**src/design/mtt_pkg.sv**
```systemverilog
// ----------------------------------------------------------------------------
// mtt_pkg
// Types, codes and the control-code size table of the message text transcoder.
// ----------------------------------------------------------------------------
`default_nettype none

package mtt_pkg;

    localparam int POS_WIDTH        = 16;
    localparam int CAP_WIDTH        = 16;
    localparam int REP_WIDTH        = 16;
    localparam int CODE_TABLE_DEPTH = 125;
    localparam int MAX_RESULTS      = 6;
    localparam int CNT_W            = $clog2(MAX_RESULTS + 1);
    localparam int IDX_W            = $clog2(MAX_RESULTS);

    localparam logic [7:0] TAG_CODE     = 8'h80;
    localparam logic [7:0] CTL_CODE     = 8'h7F;
    localparam logic [7:0] NEWLINE_CODE = 8'hCD;
    localparam logic [7:0] SPACE_CODE   = 8'h20;
    localparam logic [7:0] GLYPH_CODE   = 8'hFE;
    localparam logic [7:0] NULL_CODE    = 8'h00;
    localparam logic [7:0] BREAK_B0     = 8'h01;
    localparam logic [7:0] BREAK_B2     = 8'h03;

    localparam logic [CAP_WIDTH-1:0] CAP_RESET = 16'd2048;

    typedef logic [POS_WIDTH-1:0] pos_t;
    typedef logic [CNT_W-1:0]     cnt_t;

    typedef enum logic [2:0] {
        MODE_IDLE,
        MODE_TAG_LEN,
        MODE_TAG_BODY,
        MODE_CTL_ID,
        MODE_CTL_SKIP
    } mode_t;

    typedef struct packed {
        logic [7:0]           data;
        logic [REP_WIDTH-1:0] rep;
        logic                 last;
        logic                 status;
        logic [15:0]          total;
    } result_t;

    typedef struct packed {
        result_t [MAX_RESULTS-1:0] item;
        cnt_t                      count;
    } burst_t;

    localparam logic [3:0] CODE_SIZE_ROM [CODE_TABLE_DEPTH] = '{
        4'd2, 4'd2, 4'd2, 4'd3, 4'd2, 4'd5, 4'd2, 4'd2,
        4'd5, 4'd5, 4'd5, 4'd5, 4'd5, 4'd2, 4'd4, 4'd4,
        4'd4, 4'd4, 4'd4, 4'd6, 4'd8, 4'd10, 4'd6, 4'd8,
        4'd10, 4'd2, 4'd2, 4'd2, 4'd2, 4'd2, 4'd2, 4'd2,
        4'd2, 4'd2, 4'd2, 4'd2, 4'd2, 4'd2, 4'd2, 4'd2,
        4'd2, 4'd2, 4'd2, 4'd2, 4'd2, 4'd2, 4'd2, 4'd2,
        4'd2, 4'd2, 4'd2, 4'd2, 4'd2, 4'd2, 4'd2, 4'd2,
        4'd2, 4'd2, 4'd2, 4'd2, 4'd2, 4'd2, 4'd2, 4'd2,
        4'd2, 4'd2, 4'd2, 4'd2, 4'd2, 4'd2, 4'd2, 4'd2,
        4'd2, 4'd2, 4'd2, 4'd2, 4'd2, 4'd2, 4'd2, 4'd2,
        4'd6, 4'd3, 4'd3, 4'd3, 4'd3, 4'd2, 4'd4, 4'd4,
        4'd3, 4'd3, 4'd3, 4'd2, 4'd2, 4'd2, 4'd2, 4'd2,
        4'd2, 4'd2, 4'd2, 4'd6, 4'd3, 4'd3, 4'd4, 4'd3,
        4'd2, 4'd2, 4'd6, 4'd2, 4'd2, 4'd3, 4'd3, 4'd3,
        4'd3, 4'd2, 4'd2, 4'd2, 4'd2, 4'd2, 4'd2, 4'd4,
        4'd4, 4'd12, 4'd14, 4'd2, 4'd3
    };

    function automatic result_t make_result(
        input logic [7:0]           data,
        input logic [REP_WIDTH-1:0] rep,
        input logic                 last,
        input logic                 status,
        input logic [15:0]          total
    );
        result_t r;
        r.data   = data;
        r.rep    = rep;
        r.last   = last;
        r.status = status;
        r.total  = total;
        return r;
    endfunction

endpackage

`default_nettype wire

```
**src/design/mtt_parser.sv**
```systemverilog
// ----------------------------------------------------------------------------
// mtt_parser
// Message parse state and the result burst that one accepted byte produces.
// ----------------------------------------------------------------------------
`default_nettype none

module mtt_parser (
    input  wire logic                           clk,
    input  wire logic                           rst_n,
    input  wire logic                           accept,
    input  wire logic [7:0]                     in_byte,
    input  wire logic                           in_last,
    input  wire logic                           cfg_wr_en,
    input  wire logic [mtt_pkg::CAP_WIDTH-1:0]  cfg_wr_data,
    output mtt_pkg::burst_t                     burst
);

    mtt_pkg::mode_t mode_reg, mode_next;
    logic [7:0]     skip_reg, skip_next;
    logic [7:0]     off_reg, off_next;
    logic           match_reg, match_next;
    mtt_pkg::pos_t  pend_reg, pend_next;
    mtt_pkg::pos_t  wp_reg, wp_next;
    logic           glyph_reg, glyph_next;
    logic           stopped_reg, stopped_next;
    logic [mtt_pkg::CAP_WIDTH-1:0] cap_reg;

    logic [mtt_pkg::CAP_WIDTH-1:0] limit;
    logic [mtt_pkg::POS_WIDTH:0]   pos;
    logic [mtt_pkg::POS_WIDTH+1:0] pos3;
    logic          stop_now;
    logic          fit;
    logic [7:0]    tag_rem;
    logic [3:0]    ctl_total;
    logic [3:0]    ctl_params;
    logic [7:0]    skip_dec;
    logic          match_upd;
    logic          is_other;
    logic          do_flush;
    mtt_pkg::cnt_t k;

    assign limit    = (cap_reg >= 16'd3) ? cap_reg - 16'd3 : '0;
    assign pos      = {1'b0, wp_reg} + {1'b0, pend_reg};
    assign pos3     = {1'b0, pos} + (mtt_pkg::POS_WIDTH+2)'(3);
    assign stop_now = stopped_reg || (pos >= limit);
    assign fit      = (pos3 <= limit);
    assign tag_rem  = (in_byte >= 8'd2) ? in_byte - 8'd2 : 8'd0;
    assign ctl_total = (in_byte < 8'(mtt_pkg::CODE_TABLE_DEPTH))
                     ? mtt_pkg::CODE_SIZE_ROM[in_byte[6:0]] : 4'd2;
    assign ctl_params = ctl_total - 4'd2;
    assign skip_dec   = skip_reg - 8'd1;
    assign match_upd  = match_reg
                      && !(off_reg == 8'd0 && in_byte != mtt_pkg::BREAK_B0)
                      && !(off_reg == 8'd2 && in_byte != mtt_pkg::BREAK_B2);
    assign is_other = (in_byte != mtt_pkg::TAG_CODE) && (in_byte != mtt_pkg::CTL_CODE)
                   && (in_byte != mtt_pkg::NEWLINE_CODE) && (in_byte != mtt_pkg::SPACE_CODE);
    assign do_flush = (pend_reg != '0)
                   && ((in_byte == mtt_pkg::SPACE_CODE) || (is_other && fit));

    always_comb
    begin
        mode_next = mode_reg;
        if (!stop_now)
        begin
            unique case (mode_reg)
                mtt_pkg::MODE_TAG_LEN:
                    mode_next = (tag_rem == 8'd0) ? mtt_pkg::MODE_IDLE
                                                  : mtt_pkg::MODE_TAG_BODY;
                mtt_pkg::MODE_TAG_BODY:
                    mode_next = (skip_dec == 8'd0) ? mtt_pkg::MODE_IDLE
                                                   : mtt_pkg::MODE_TAG_BODY;
                mtt_pkg::MODE_CTL_ID:
                    mode_next = (ctl_params == 4'd0) ? mtt_pkg::MODE_IDLE
                                                     : mtt_pkg::MODE_CTL_SKIP;
                mtt_pkg::MODE_CTL_SKIP:
                    mode_next = (skip_dec == 8'd0) ? mtt_pkg::MODE_IDLE
                                                   : mtt_pkg::MODE_CTL_SKIP;
                default:
                    if (in_byte == mtt_pkg::TAG_CODE)
                        mode_next = mtt_pkg::MODE_TAG_LEN;
                    else if (in_byte == mtt_pkg::CTL_CODE)
                        mode_next = mtt_pkg::MODE_CTL_ID;
                    else
                        mode_next = mtt_pkg::MODE_IDLE;
            endcase
        end
        if (in_last)
            mode_next = mtt_pkg::MODE_IDLE;
    end

    always_comb
    begin
        skip_next    = skip_reg;
        off_next     = off_reg;
        match_next   = match_reg;
        pend_next    = pend_reg;
        wp_next      = wp_reg;
        glyph_next   = glyph_reg;
        stopped_next = stop_now;
        burst        = '0;
        k            = '0;
        if (!stop_now)
        begin
            unique case (mode_reg)
                mtt_pkg::MODE_TAG_LEN:
                    if (tag_rem != 8'd0)
                    begin
                        skip_next  = tag_rem;
                        off_next   = 8'd0;
                        match_next = (tag_rem >= 8'd3);
                    end
                mtt_pkg::MODE_TAG_BODY:
                begin
                    match_next = match_upd;
                    off_next   = off_reg + 8'd1;
                    skip_next  = skip_dec;
                    if (skip_dec == 8'd0 && match_upd)
                        pend_next = '0;
                end
                mtt_pkg::MODE_CTL_ID:
                    if (ctl_params != 4'd0)
                        skip_next = 8'(ctl_params);
                mtt_pkg::MODE_CTL_SKIP:
                    skip_next = skip_dec;
                default:
                begin
                    if (do_flush)
                    begin
                        burst.item[k[mtt_pkg::IDX_W-1:0]] = mtt_pkg::make_result(
                            mtt_pkg::NEWLINE_CODE, 16'(pend_reg), 1'b0, 1'b0, 16'd0);
                        k         = k + 1'b1;
                        pend_next = '0;
                    end
                    if (in_byte == mtt_pkg::NEWLINE_CODE)
                        pend_next = pend_reg + 1'b1;
                    else if (in_byte == mtt_pkg::SPACE_CODE)
                    begin
                        burst.item[k[mtt_pkg::IDX_W-1:0]] = mtt_pkg::make_result(
                            mtt_pkg::SPACE_CODE, 16'd1, 1'b0, 1'b0, 16'd0);
                        k       = k + 1'b1;
                        wp_next = mtt_pkg::pos_t'(pos + 1);
                    end
                    else if (is_other && fit)
                    begin
                        burst.item[k[mtt_pkg::IDX_W-1:0]] = mtt_pkg::make_result(
                            mtt_pkg::GLYPH_CODE, 16'd1, 1'b0, 1'b0, 16'd0);
                        k = k + 1'b1;
                        burst.item[k[mtt_pkg::IDX_W-1:0]] = mtt_pkg::make_result(
                            mtt_pkg::NULL_CODE, 16'd1, 1'b0, 1'b0, 16'd0);
                        k = k + 1'b1;
                        burst.item[k[mtt_pkg::IDX_W-1:0]] = mtt_pkg::make_result(
                            in_byte, 16'd1, 1'b0, 1'b0, 16'd0);
                        k          = k + 1'b1;
                        wp_next    = mtt_pkg::pos_t'(pos + 3);
                        glyph_next = 1'b1;
                    end
                end
            endcase
        end
        if (in_last)
        begin
            if (!glyph_next)
            begin
                burst.item[k[mtt_pkg::IDX_W-1:0]] = mtt_pkg::make_result(
                    mtt_pkg::NULL_CODE, 16'd0, 1'b1, 1'b1, 16'd0);
                k = k + 1'b1;
            end
            else
            begin
                burst.item[k[mtt_pkg::IDX_W-1:0]] = mtt_pkg::make_result(
                    mtt_pkg::CTL_CODE, 16'd1, 1'b0, 1'b0, 16'd0);
                k = k + 1'b1;
                burst.item[k[mtt_pkg::IDX_W-1:0]] = mtt_pkg::make_result(
                    mtt_pkg::NULL_CODE, 16'd1, 1'b1, 1'b0, 16'(wp_next) + 16'd2);
                k = k + 1'b1;
            end
            skip_next    = 8'd0;
            off_next     = 8'd0;
            match_next   = 1'b0;
            pend_next    = '0;
            wp_next      = '0;
            glyph_next   = 1'b0;
            stopped_next = 1'b0;
        end
        burst.count = k;
    end

    always_ff @(posedge clk or negedge rst_n)
    begin
        if (!rst_n)
        begin
            mode_reg    <= mtt_pkg::MODE_IDLE;
            skip_reg    <= 8'd0;
            off_reg     <= 8'd0;
            match_reg   <= 1'b0;
            pend_reg    <= '0;
            wp_reg      <= '0;
            glyph_reg   <= 1'b0;
            stopped_reg <= 1'b0;
        end
        else if (accept)
        begin
            mode_reg    <= mode_next;
            skip_reg    <= skip_next;
            off_reg     <= off_next;
            match_reg   <= match_next;
            pend_reg    <= pend_next;
            wp_reg      <= wp_next;
            glyph_reg   <= glyph_next;
            stopped_reg <= stopped_next;
        end
    end

    always_ff @(posedge clk or negedge rst_n)
    begin
        if (!rst_n)
            cap_reg <= mtt_pkg::CAP_RESET;
        else if (cfg_wr_en)
            cap_reg <= cfg_wr_data;
    end

endmodule

`default_nettype wire

```
**src/design/mtt_emitter.sv**
```systemverilog
// ----------------------------------------------------------------------------
// mtt_emitter
// Result register: holds one burst, sends one request per unstalled cycle.
// ----------------------------------------------------------------------------
`default_nettype none

module mtt_emitter (
    input  wire logic             clk,
    input  wire logic             rst_n,
    input  wire logic             load,
    input  wire mtt_pkg::burst_t  burst,
    input  wire logic             out_stall,
    output logic                  out_valid,
    output logic                  free,
    output mtt_pkg::result_t      head
);

    mtt_pkg::result_t [mtt_pkg::MAX_RESULTS-1:0] item_reg;
    mtt_pkg::cnt_t                               count_reg;
    logic                                        out_acc;

    assign out_valid = (count_reg != '0);
    assign out_acc   = out_valid && !out_stall;
    assign free      = (count_reg == '0) || (count_reg == mtt_pkg::cnt_t'(1) && out_acc);
    assign head      = item_reg[0];

    always_ff @(posedge clk or negedge rst_n)
    begin
        if (!rst_n)
            count_reg <= '0;
        else if (load)
            count_reg <= burst.count;
        else if (out_acc)
            count_reg <= count_reg - 1'b1;
    end

    always_ff @(posedge clk)
    begin
        if (load)
            item_reg <= burst.item;
        else if (out_acc)
        begin
            for (int i = 0; i < mtt_pkg::MAX_RESULTS - 1; i++)
                item_reg[i] <= item_reg[i+1];
        end
    end

endmodule

`default_nettype wire

```
**src/design/message_text_transcoder_core.sv**
```systemverilog
// Results of an accepted byte appear from the next cycle, one per cycle unless stalled.
// A glyph byte yields three results and a final byte up to six; a new byte is taken
// only once the output holds no result or its last result is being taken.
// Bytes with no results (newlines, tag and control bytes) do not hold off the next byte.
// Reset clears all message state and restores the capacity register cap_reg to 2048.
// ----------------------------------------------------------------------------
// message_text_transcoder_core
// Rewrites message bytes into the internal text encoding, one byte per request.
// ----------------------------------------------------------------------------
`default_nettype none

module message_text_transcoder_core (
    input  wire logic                          clk,
    input  wire logic                          rst_n,
    input  wire logic                          in_valid,
    output logic                               in_stall,
    input  wire logic [7:0]                    in_byte,
    input  wire logic                          in_last,
    output logic                               out_valid,
    input  wire logic                          out_stall,
    output logic [7:0]                         out_byte,
    output logic [mtt_pkg::REP_WIDTH-1:0]      repeat_res,
    output logic                               out_last,
    output logic                               status,
    output logic [15:0]                        total_size,
    input  wire logic                          cfg_wr_en,
    input  wire logic [mtt_pkg::CAP_WIDTH-1:0] cfg_wr_data
);

    mtt_pkg::burst_t  burst;
    mtt_pkg::result_t head;
    logic             free;
    logic             accept;

    assign in_stall = !free;
    assign accept   = in_valid && free;

    mtt_parser u_parser (
        .clk         (clk),
        .rst_n       (rst_n),
        .accept      (accept),
        .in_byte     (in_byte),
        .in_last     (in_last),
        .cfg_wr_en   (cfg_wr_en),
        .cfg_wr_data (cfg_wr_data),
        .burst       (burst)
    );

    mtt_emitter u_emitter (
        .clk       (clk),
        .rst_n     (rst_n),
        .load      (accept),
        .burst     (burst),
        .out_stall (out_stall),
        .out_valid (out_valid),
        .free      (free),
        .head      (head)
    );

    assign out_byte   = head.data;
    assign repeat_res = head.rep;
    assign out_last   = head.last;
    assign status     = head.status;
    assign total_size = head.total;

endmodule

`default_nettype wire

```
**config.mk**
```make
export PLATFORM = sky130hd
export DESIGN_NAME = message_text_transcoder_core
export DESIGN_NICKNAME = d
export VERILOG_FILES = /design/src/design/mtt_pkg.sv /design/src/design/mtt_parser.sv /design/src/design/mtt_emitter.sv /design/src/design/message_text_transcoder_core.sv
export SDC_FILE = /design/constraint.sdc
export NUM_CORES = 1
export LEC_CHECK = 0
export ABC_AREA = 0
export BUFFER_PORTS_ARGS = -buffer_cell sky130_fd_sc_hd__buf_2
export CELL_PAD_IN_SITES_DETAIL_PLACEMENT = 0
export CELL_PAD_IN_SITES_GLOBAL_PLACEMENT = 1
export CORE_MARGIN = 5
export CORE_UTILIZATION = 53
export CTS_CLUSTER_DIAMETER = 60
export DETAILED_ROUTE_END_ITERATION = 6
export PLACE_DENSITY_LB_ADDON = 0.1
export SYNTH_ARGS = -nofsm -noshare
export SYNTH_HDL_FRONTEND = slang
export SYNTH_SLANG_ARGS = --single-unit
```
**constraint.sdc**
```tcl
create_clock -name clk -period 16.1 [get_ports clk]
set_clock_uncertainty 0.2 [all_clocks]
set_input_delay 2.415 -clock clk [delete_from_list [all_inputs] [get_ports clk]]
set_output_delay 2.415 -clock clk [all_outputs]
set_load 0.01 [all_outputs]
```
Word-level counts from Yosys, hierarchy flattened:

Memories as Yosys holds them, arrays and structs flattened.
Index checks and enable logic that the tools add are counted.

* register bits: 325
* bits in read-only memories: 512
* memories kept: 1

* $add $sub $neg: 17
* magnitude comparators: 17
* equal/unequal tests: 21
* mux-type cells: 82
* bitwise gates (word level): 16
* reduce and logical (&&, ||, !) cells: 45

Memories
* (name not given): words 128, width 4, rd ports 1, clocked after memory_dff 0, write ports 0, line mtt_parser.sv:49 `? mtt_pkg::CODE_SIZE_ROM[in_byte[6:0]] : 4'd2;`

Operators with widths (number)
* two-way mux 252 bit: 7
* demux 42 bit (select 3 bit): 5
* bitwise mux 252 bit: 2
* NOT 240 bit: 2
* two-way mux 210 bit: 2
* NOT 204 bit: 2
* two-way mux 42 bit: 8
* bitwise AND 246 bit: 1
* NOT 246 bit: 1
* bitwise AND 240 bit: 1
* bitwise AND 40 x 240 -> 240 bit: 1
* bitwise AND 204 bit: 1
* bitwise AND 34 x 204 -> 204 bit: 1
* two-way mux 16 bit: 12
* two-way mux 8 bit: 8
* two-way mux 3 bit: 16
* bitwise OR 48 bit: 1
* bitwise OR 8 x 48 -> 48 bit: 1
* adder 16 x 1 -> 16 bit, second input constant: 2
* adder 16 x 2 -> 16 bit, second input constant: 2
* one-hot mux 16 bit (2 select lines): 1
* logical NOT 8 bit: 3
* one-hot mux 8 bit (3 select lines): 1
* less-than comparator 3 x 4 -> 1 bit, second input constant: 5
* 57 further kinds: 112

Longest topological paths before layout:

* depth after elaboration: 28
* gate-level depth with buffers: 37
* mapped depth without buffers: 33

By module:

Synthesis repeated with hierarchy kept, for this count alone.

* cells, all modules: 1920
* area, all modules: 20942.6 sq um

By module, submodules not included
* mtt_emitter: times used 1, cells an instance 556, area an instance 11071.9 sq um, sequential area each 7642.3 sq um
* mtt_parser: times used 1, cells an instance 1362, area an instance 9860.7 sq um, sequential area each 1752.9 sq um
* message_text_transcoder_core: times used 1, cells an instance 2, area an instance 10.0 sq um, sequential area each 0.0 sq um

Least setup slack after synthesis:

Ideal clock, no wire load.

* path type: register -> register
* start: register u_parser.wp_reg[0]
* end: register u_emitter.item_reg[141] in the netlist's numbering, data pin
* arrival time: 7.850 ns
* required time: 15.742 ns
* path slack: 7.892 ns
* stages on the path, launching flop included: 34
* buffers on the path: 3
* period minus slack after synthesis: 8.208 ns
* cells stage by stage: dfrtp_1 ha_1 fa_1 a21o_1 a221o_2 xnor2_1 or4_4 nor4_1 and2_0 clkbuf_1 nand2_1 xnor2_1 ha_1 o211ai_1 a21oi_1 a2111oi_0 o21ai_0 clkbuf_1 nor2_1 mux2_2 o21ai_1 inv_1 ha_1 a21oi_1 nand2b_1 inv_1 clkbuf_1 ha_1 xor2_1 nand2b_1 nor4_1 nand2_1 or4_1 o211ai_1

* word-level cells in the longest chain between the ends: 27
* elaborated cells between the ends (all ways): 78
* classes of those cells: add/sub (9); order compare (12); mux (38); bitwise (10); reduce/logical (9)

RTL lines
* start: declaration: line mtt_parser.sv:23 `mtt_pkg::pos_t wp_reg, wp_next;`
* start signal: assignment: line mtt_parser.sv:208 `wp_reg <= wp_next;`
* branches (longest 25 deep; another with adder 17 x 2 -> 18 bit)
* two-way mux 252 bit (*): line mtt_parser.sv:160 `if (in_last)`
* two-way mux 210 bit (*): line mtt_emitter.sv:39 `if (load)`
* end signal: assignment: line mtt_emitter.sv:40 `item_reg <= burst.item;`
* end signal: indexed assignment: line mtt_emitter.sv:44 `item_reg[i] <= item_reg[i+1];`
* end: declaration: line mtt_emitter.sv:18 `mtt_pkg::result_t [mtt_pkg::MAX_RESULTS-1:0] item_reg;`

Every way passes the cells marked *. The select of a mux whose other input is x is not followed.
A chain may end at the register's enable or synchronous reset.

Final worst setup path:

* start: register u_parser.pend_reg[4]
* end: register u_emitter.item_reg[183] in the netlist's numbering, data pin

* word-level cells in the longest chain between the ends: 27
* elaborated cells between the ends (all ways): 79
* classes of those cells: add/sub (9); order compare (12); mux (38); bitwise (10); reduce/logical (10)

RTL lines
* start: declaration: line mtt_parser.sv:22 `mtt_pkg::pos_t pend_reg, pend_next;`
* start signal: assignment: line mtt_parser.sv:207 `pend_reg <= pend_next;`
* branches (longest 25 deep; another with adder 17 x 2 -> 18 bit)
* two-way mux 252 bit (*): line mtt_parser.sv:160
* two-way mux 210 bit (*): line mtt_emitter.sv:39

Marked as above.

==> flow_summary.yaml <==
setup_path:
  crit_slowest_cell: "or4_1"
  cp_data_required_time_ns: 16.30
  start_kind: "flop"
  crit_arrival_ns: 10.22
  worst_path_largest_cell_delay_ns: 0.70
  cp_common_cell: "ha_1"
  crit_path_end_kind: "flop"
  cp_max_fo: 18
  crit_type: "reg -> reg"
power_and_ir_drop:
  internal_power_w: 0.001690
  p_sw_share_pct: 42.99
  power_frac_seq_pct: 33.7
  power_frac_clock_pct: 20.0
  pwr_density_cell_nw_per_um2: 177.7
  max-vdd-ir-drop_v: 0.00009372
  p_sw_w: 0.001274
  p_leak_nw: 6.852
  p_comb_share_pct: 46.4
sta:
  rsz0062_at_grt: "no"
  max_freq_mhz: 99.81
  fin_crit_sh_pct: 62.23
  setup_viol: 0
  max-slew-margin-rel_pct: 18.43
  fin_crit_ns: 10.02
  hold_viol: 0
  setup-tns-final_ns: 0
  slew_viol_final: 0
  tightest_slew_ns: 1.219
route:
  wl_um: 42090
  dr.first_iter.drc_count: 1280
  route.detailed.drc: 0
  vias: 12826
  ant_nets: 0
  routedWlPerCell_um: 20.15
  firstDrtPassIters: 5
  vias_per_cell: 6.140
synthesis:
  synth-async-reset-ratio_pct: 30.93
  syn_nets: 1794
  syn_area_per_cell_um2: 9.147
  ys_top_cells_by_count: "250 x nand2_1, 163 x edfxtp_1, 151 x o21ai_0"
  yosysMostFrequentCell: "nand2_1"
  syn_inst: 1689
  synth_top_cell_by_area: "edfxtp_1"
  synth_top_area_share_pct: 31.68
  synth_area_leaders: "edfxtp_1 32%, dfrtp_1 12%, nand2_1 6.1%"
  netlist-cell-type-count: 90
  synth_edf_count: 163
  ys.flop_type: "edfxtp_1"
  netlist_area_um2: 15450
  ys_seq_area_share_pct: 43.51
  ys_warn_count: 0
  ys_ff_latch: 236
flow_run:
  maxCapViolCount: 0
grt:
  grt-ovfl-total: 0
  first_global_vias: 12101
  grt_pass1_wl_um: 66800
  antenna_found_initial: 1
  grt_max_degree: 95
  track_usage_pct: 24.89
placed_design:
  dpl.hpwl_um: 30410
  routabilityCongestion: 0.9782
  portBuffers: 73
  placed_area_um2: 15810
cts:
  h-tree-depth: 1
  ctsHoldBuffers: 0
  cts_tree: "done"
  clk_pin_slew_worst_paths_ns: 0.06
  clk-insertion-delay-late_ns: 0.56
  cts_made_buffers: 28
  cts_buffer_depth: 3
  clock_sinks: 236
  post_cts_buffers: 0
  root_buffer: "clkbuf_16"
  cts-resized-gates: 0
floorplan:
  die_y_um: 180.7
  die_area_um2: 32670
  io_pins: 74
  rows: 62
  initial_utilization_pct: 53.68
  coreArea_um2: 28780
  die_x_um: 180.7
layout:
  drive_gt1_share_pct: 10.79
  fin_area_um2: 16680
  largest_reg_flops: 121
  antennaDiodeCount: 0
  nNetsFinal: 1789
  area_growth_pct: 7.977
run_status:
  status: "complete, no violations"
min_path:
  worstHoldPathType: "reg -> reg"
## per-layer routing
metal  up-vias  part of all wire [%]  global-route usage, %
met3        86                   6.8                  4.062
met5         -                 0.021                      0
met2       450                    46                  40.16
li1       6167                     -                      -
met1      6121                    44                  34.45
met4         2                   3.6                  8.288
## through the flow
step	total power [W]	std cells	hold WS [ns]	utilization (%)	worst slack [ns]
6_report	0.002965	2089	0.2777	57.96	6.081
5_1_grt	0.003157	2089	0.3074	57.96	5.364
4_1_cts	0.002968	2089	0.2799	57.96	6.242
3_5_place_dp	0.002368	2038	0.2672	54.94	6.290
3_3_place_gp	0.002351	2038	0.2599	54.94	6.641
2_1_floorplan	0.001979	1689	0.2501	-	7.892
## placed cells by master (no fill, tap or decap), types with 6 or more instances in the layout
master,instances
a211oi_1,11
a21o_1,19
a21oi_1,76
a22o_1,15
a31o_2,6
a31oi_1,23
and2_1,23
and3_1,20
buf_2,72
buf_4,18
clkbuf_1,8
clkbuf_16,28
clkinv_1,6
dfrtp_1,72
edfxtp_1,163
ha_1,74
inv_1,50
mux2_2,19
nand2_1,249
nand2b_1,18
nand3_1,54
nand4_1,32
nor2_1,127
nor2b_1,7
nor3_1,35
nor3b_1,6
nor4_1,19
o211ai_1,11
o21a_1,12
o21ai_0,151
o31ai_1,29
or2_2,7
or3_1,21
or4_1,11
xnor2_1,41
xor2_1,33
## power groups by stage
stage | Combinational, W | Clock [W] | Sequential [W]
final | 0.00137 | 0.000592 | 0.000998
after global routing | 0.00151 | 0.000628 | 0.00102
after CTS | 0.00137 | 0.000604 | 0.000998
after detailed placement | 0.00136 | 0 | 0.00101
after global placement | 0.00135 | 0 | 0.00100
after floorplan | 0.000993 | 0 | 0.000985
## critical path, delay by kind of cell (launching register included)
family,cells,cell delay (ns)
AO/OA/AOI/OAI,10,2.13
XOR/XNOR,3,0.62
adder cells (fa/ha/maj),4,1.27
buffers and inverters,3,0.68
flip-flops,1,0.63
multiplexers,1,0.34
AND/OR/NAND/NOR,8,3.95
## path summary, 6_finish.rpt
path | cells after the start | end | start | slack [ns]
max | 29 | u_emitter.item_reg[183] | u_parser.pend_reg[4] | 6.08
min | 1 | u_parser.match_reg | u_parser.match_reg | 0.28
max reg2reg | 29 | u_emitter.item_reg[183] | u_parser.pend_reg[4] | 6.08
min reg2reg | 1 | u_parser.match_reg | u_parser.match_reg | 0.28
max in group asynchronous | 2 | u_parser.pend_reg[10] | rst_n | 13.10
min in group asynchronous | 1 | u_emitter.count_reg[1] | rst_n | 1.49
## layout make-up
type                            count  area [um2]
Timing Repair Buffer               90       495.5
Sequential cell                   236        6723
Tap cell                          384       480.5
Fill cell                        2574       12100
Inverter                           53       198.9
Multi-Input combinational cell   1275        7915
Clock inverter                     14       125.1
Clock buffer                       37       744.5
## logic make-up after synthesis
kind of cell    Yosys count  share of synthesized area (%)
buf+inv                 178                          5.361
flops                   236                          43.51
fa+ha+maj                75                          6.122
simple gates            666                          20.85
compound gates          437                          18.32
mux                      23                          1.644
xor+xnor                 74                          4.195
Power figures use the tool's default switching activity.
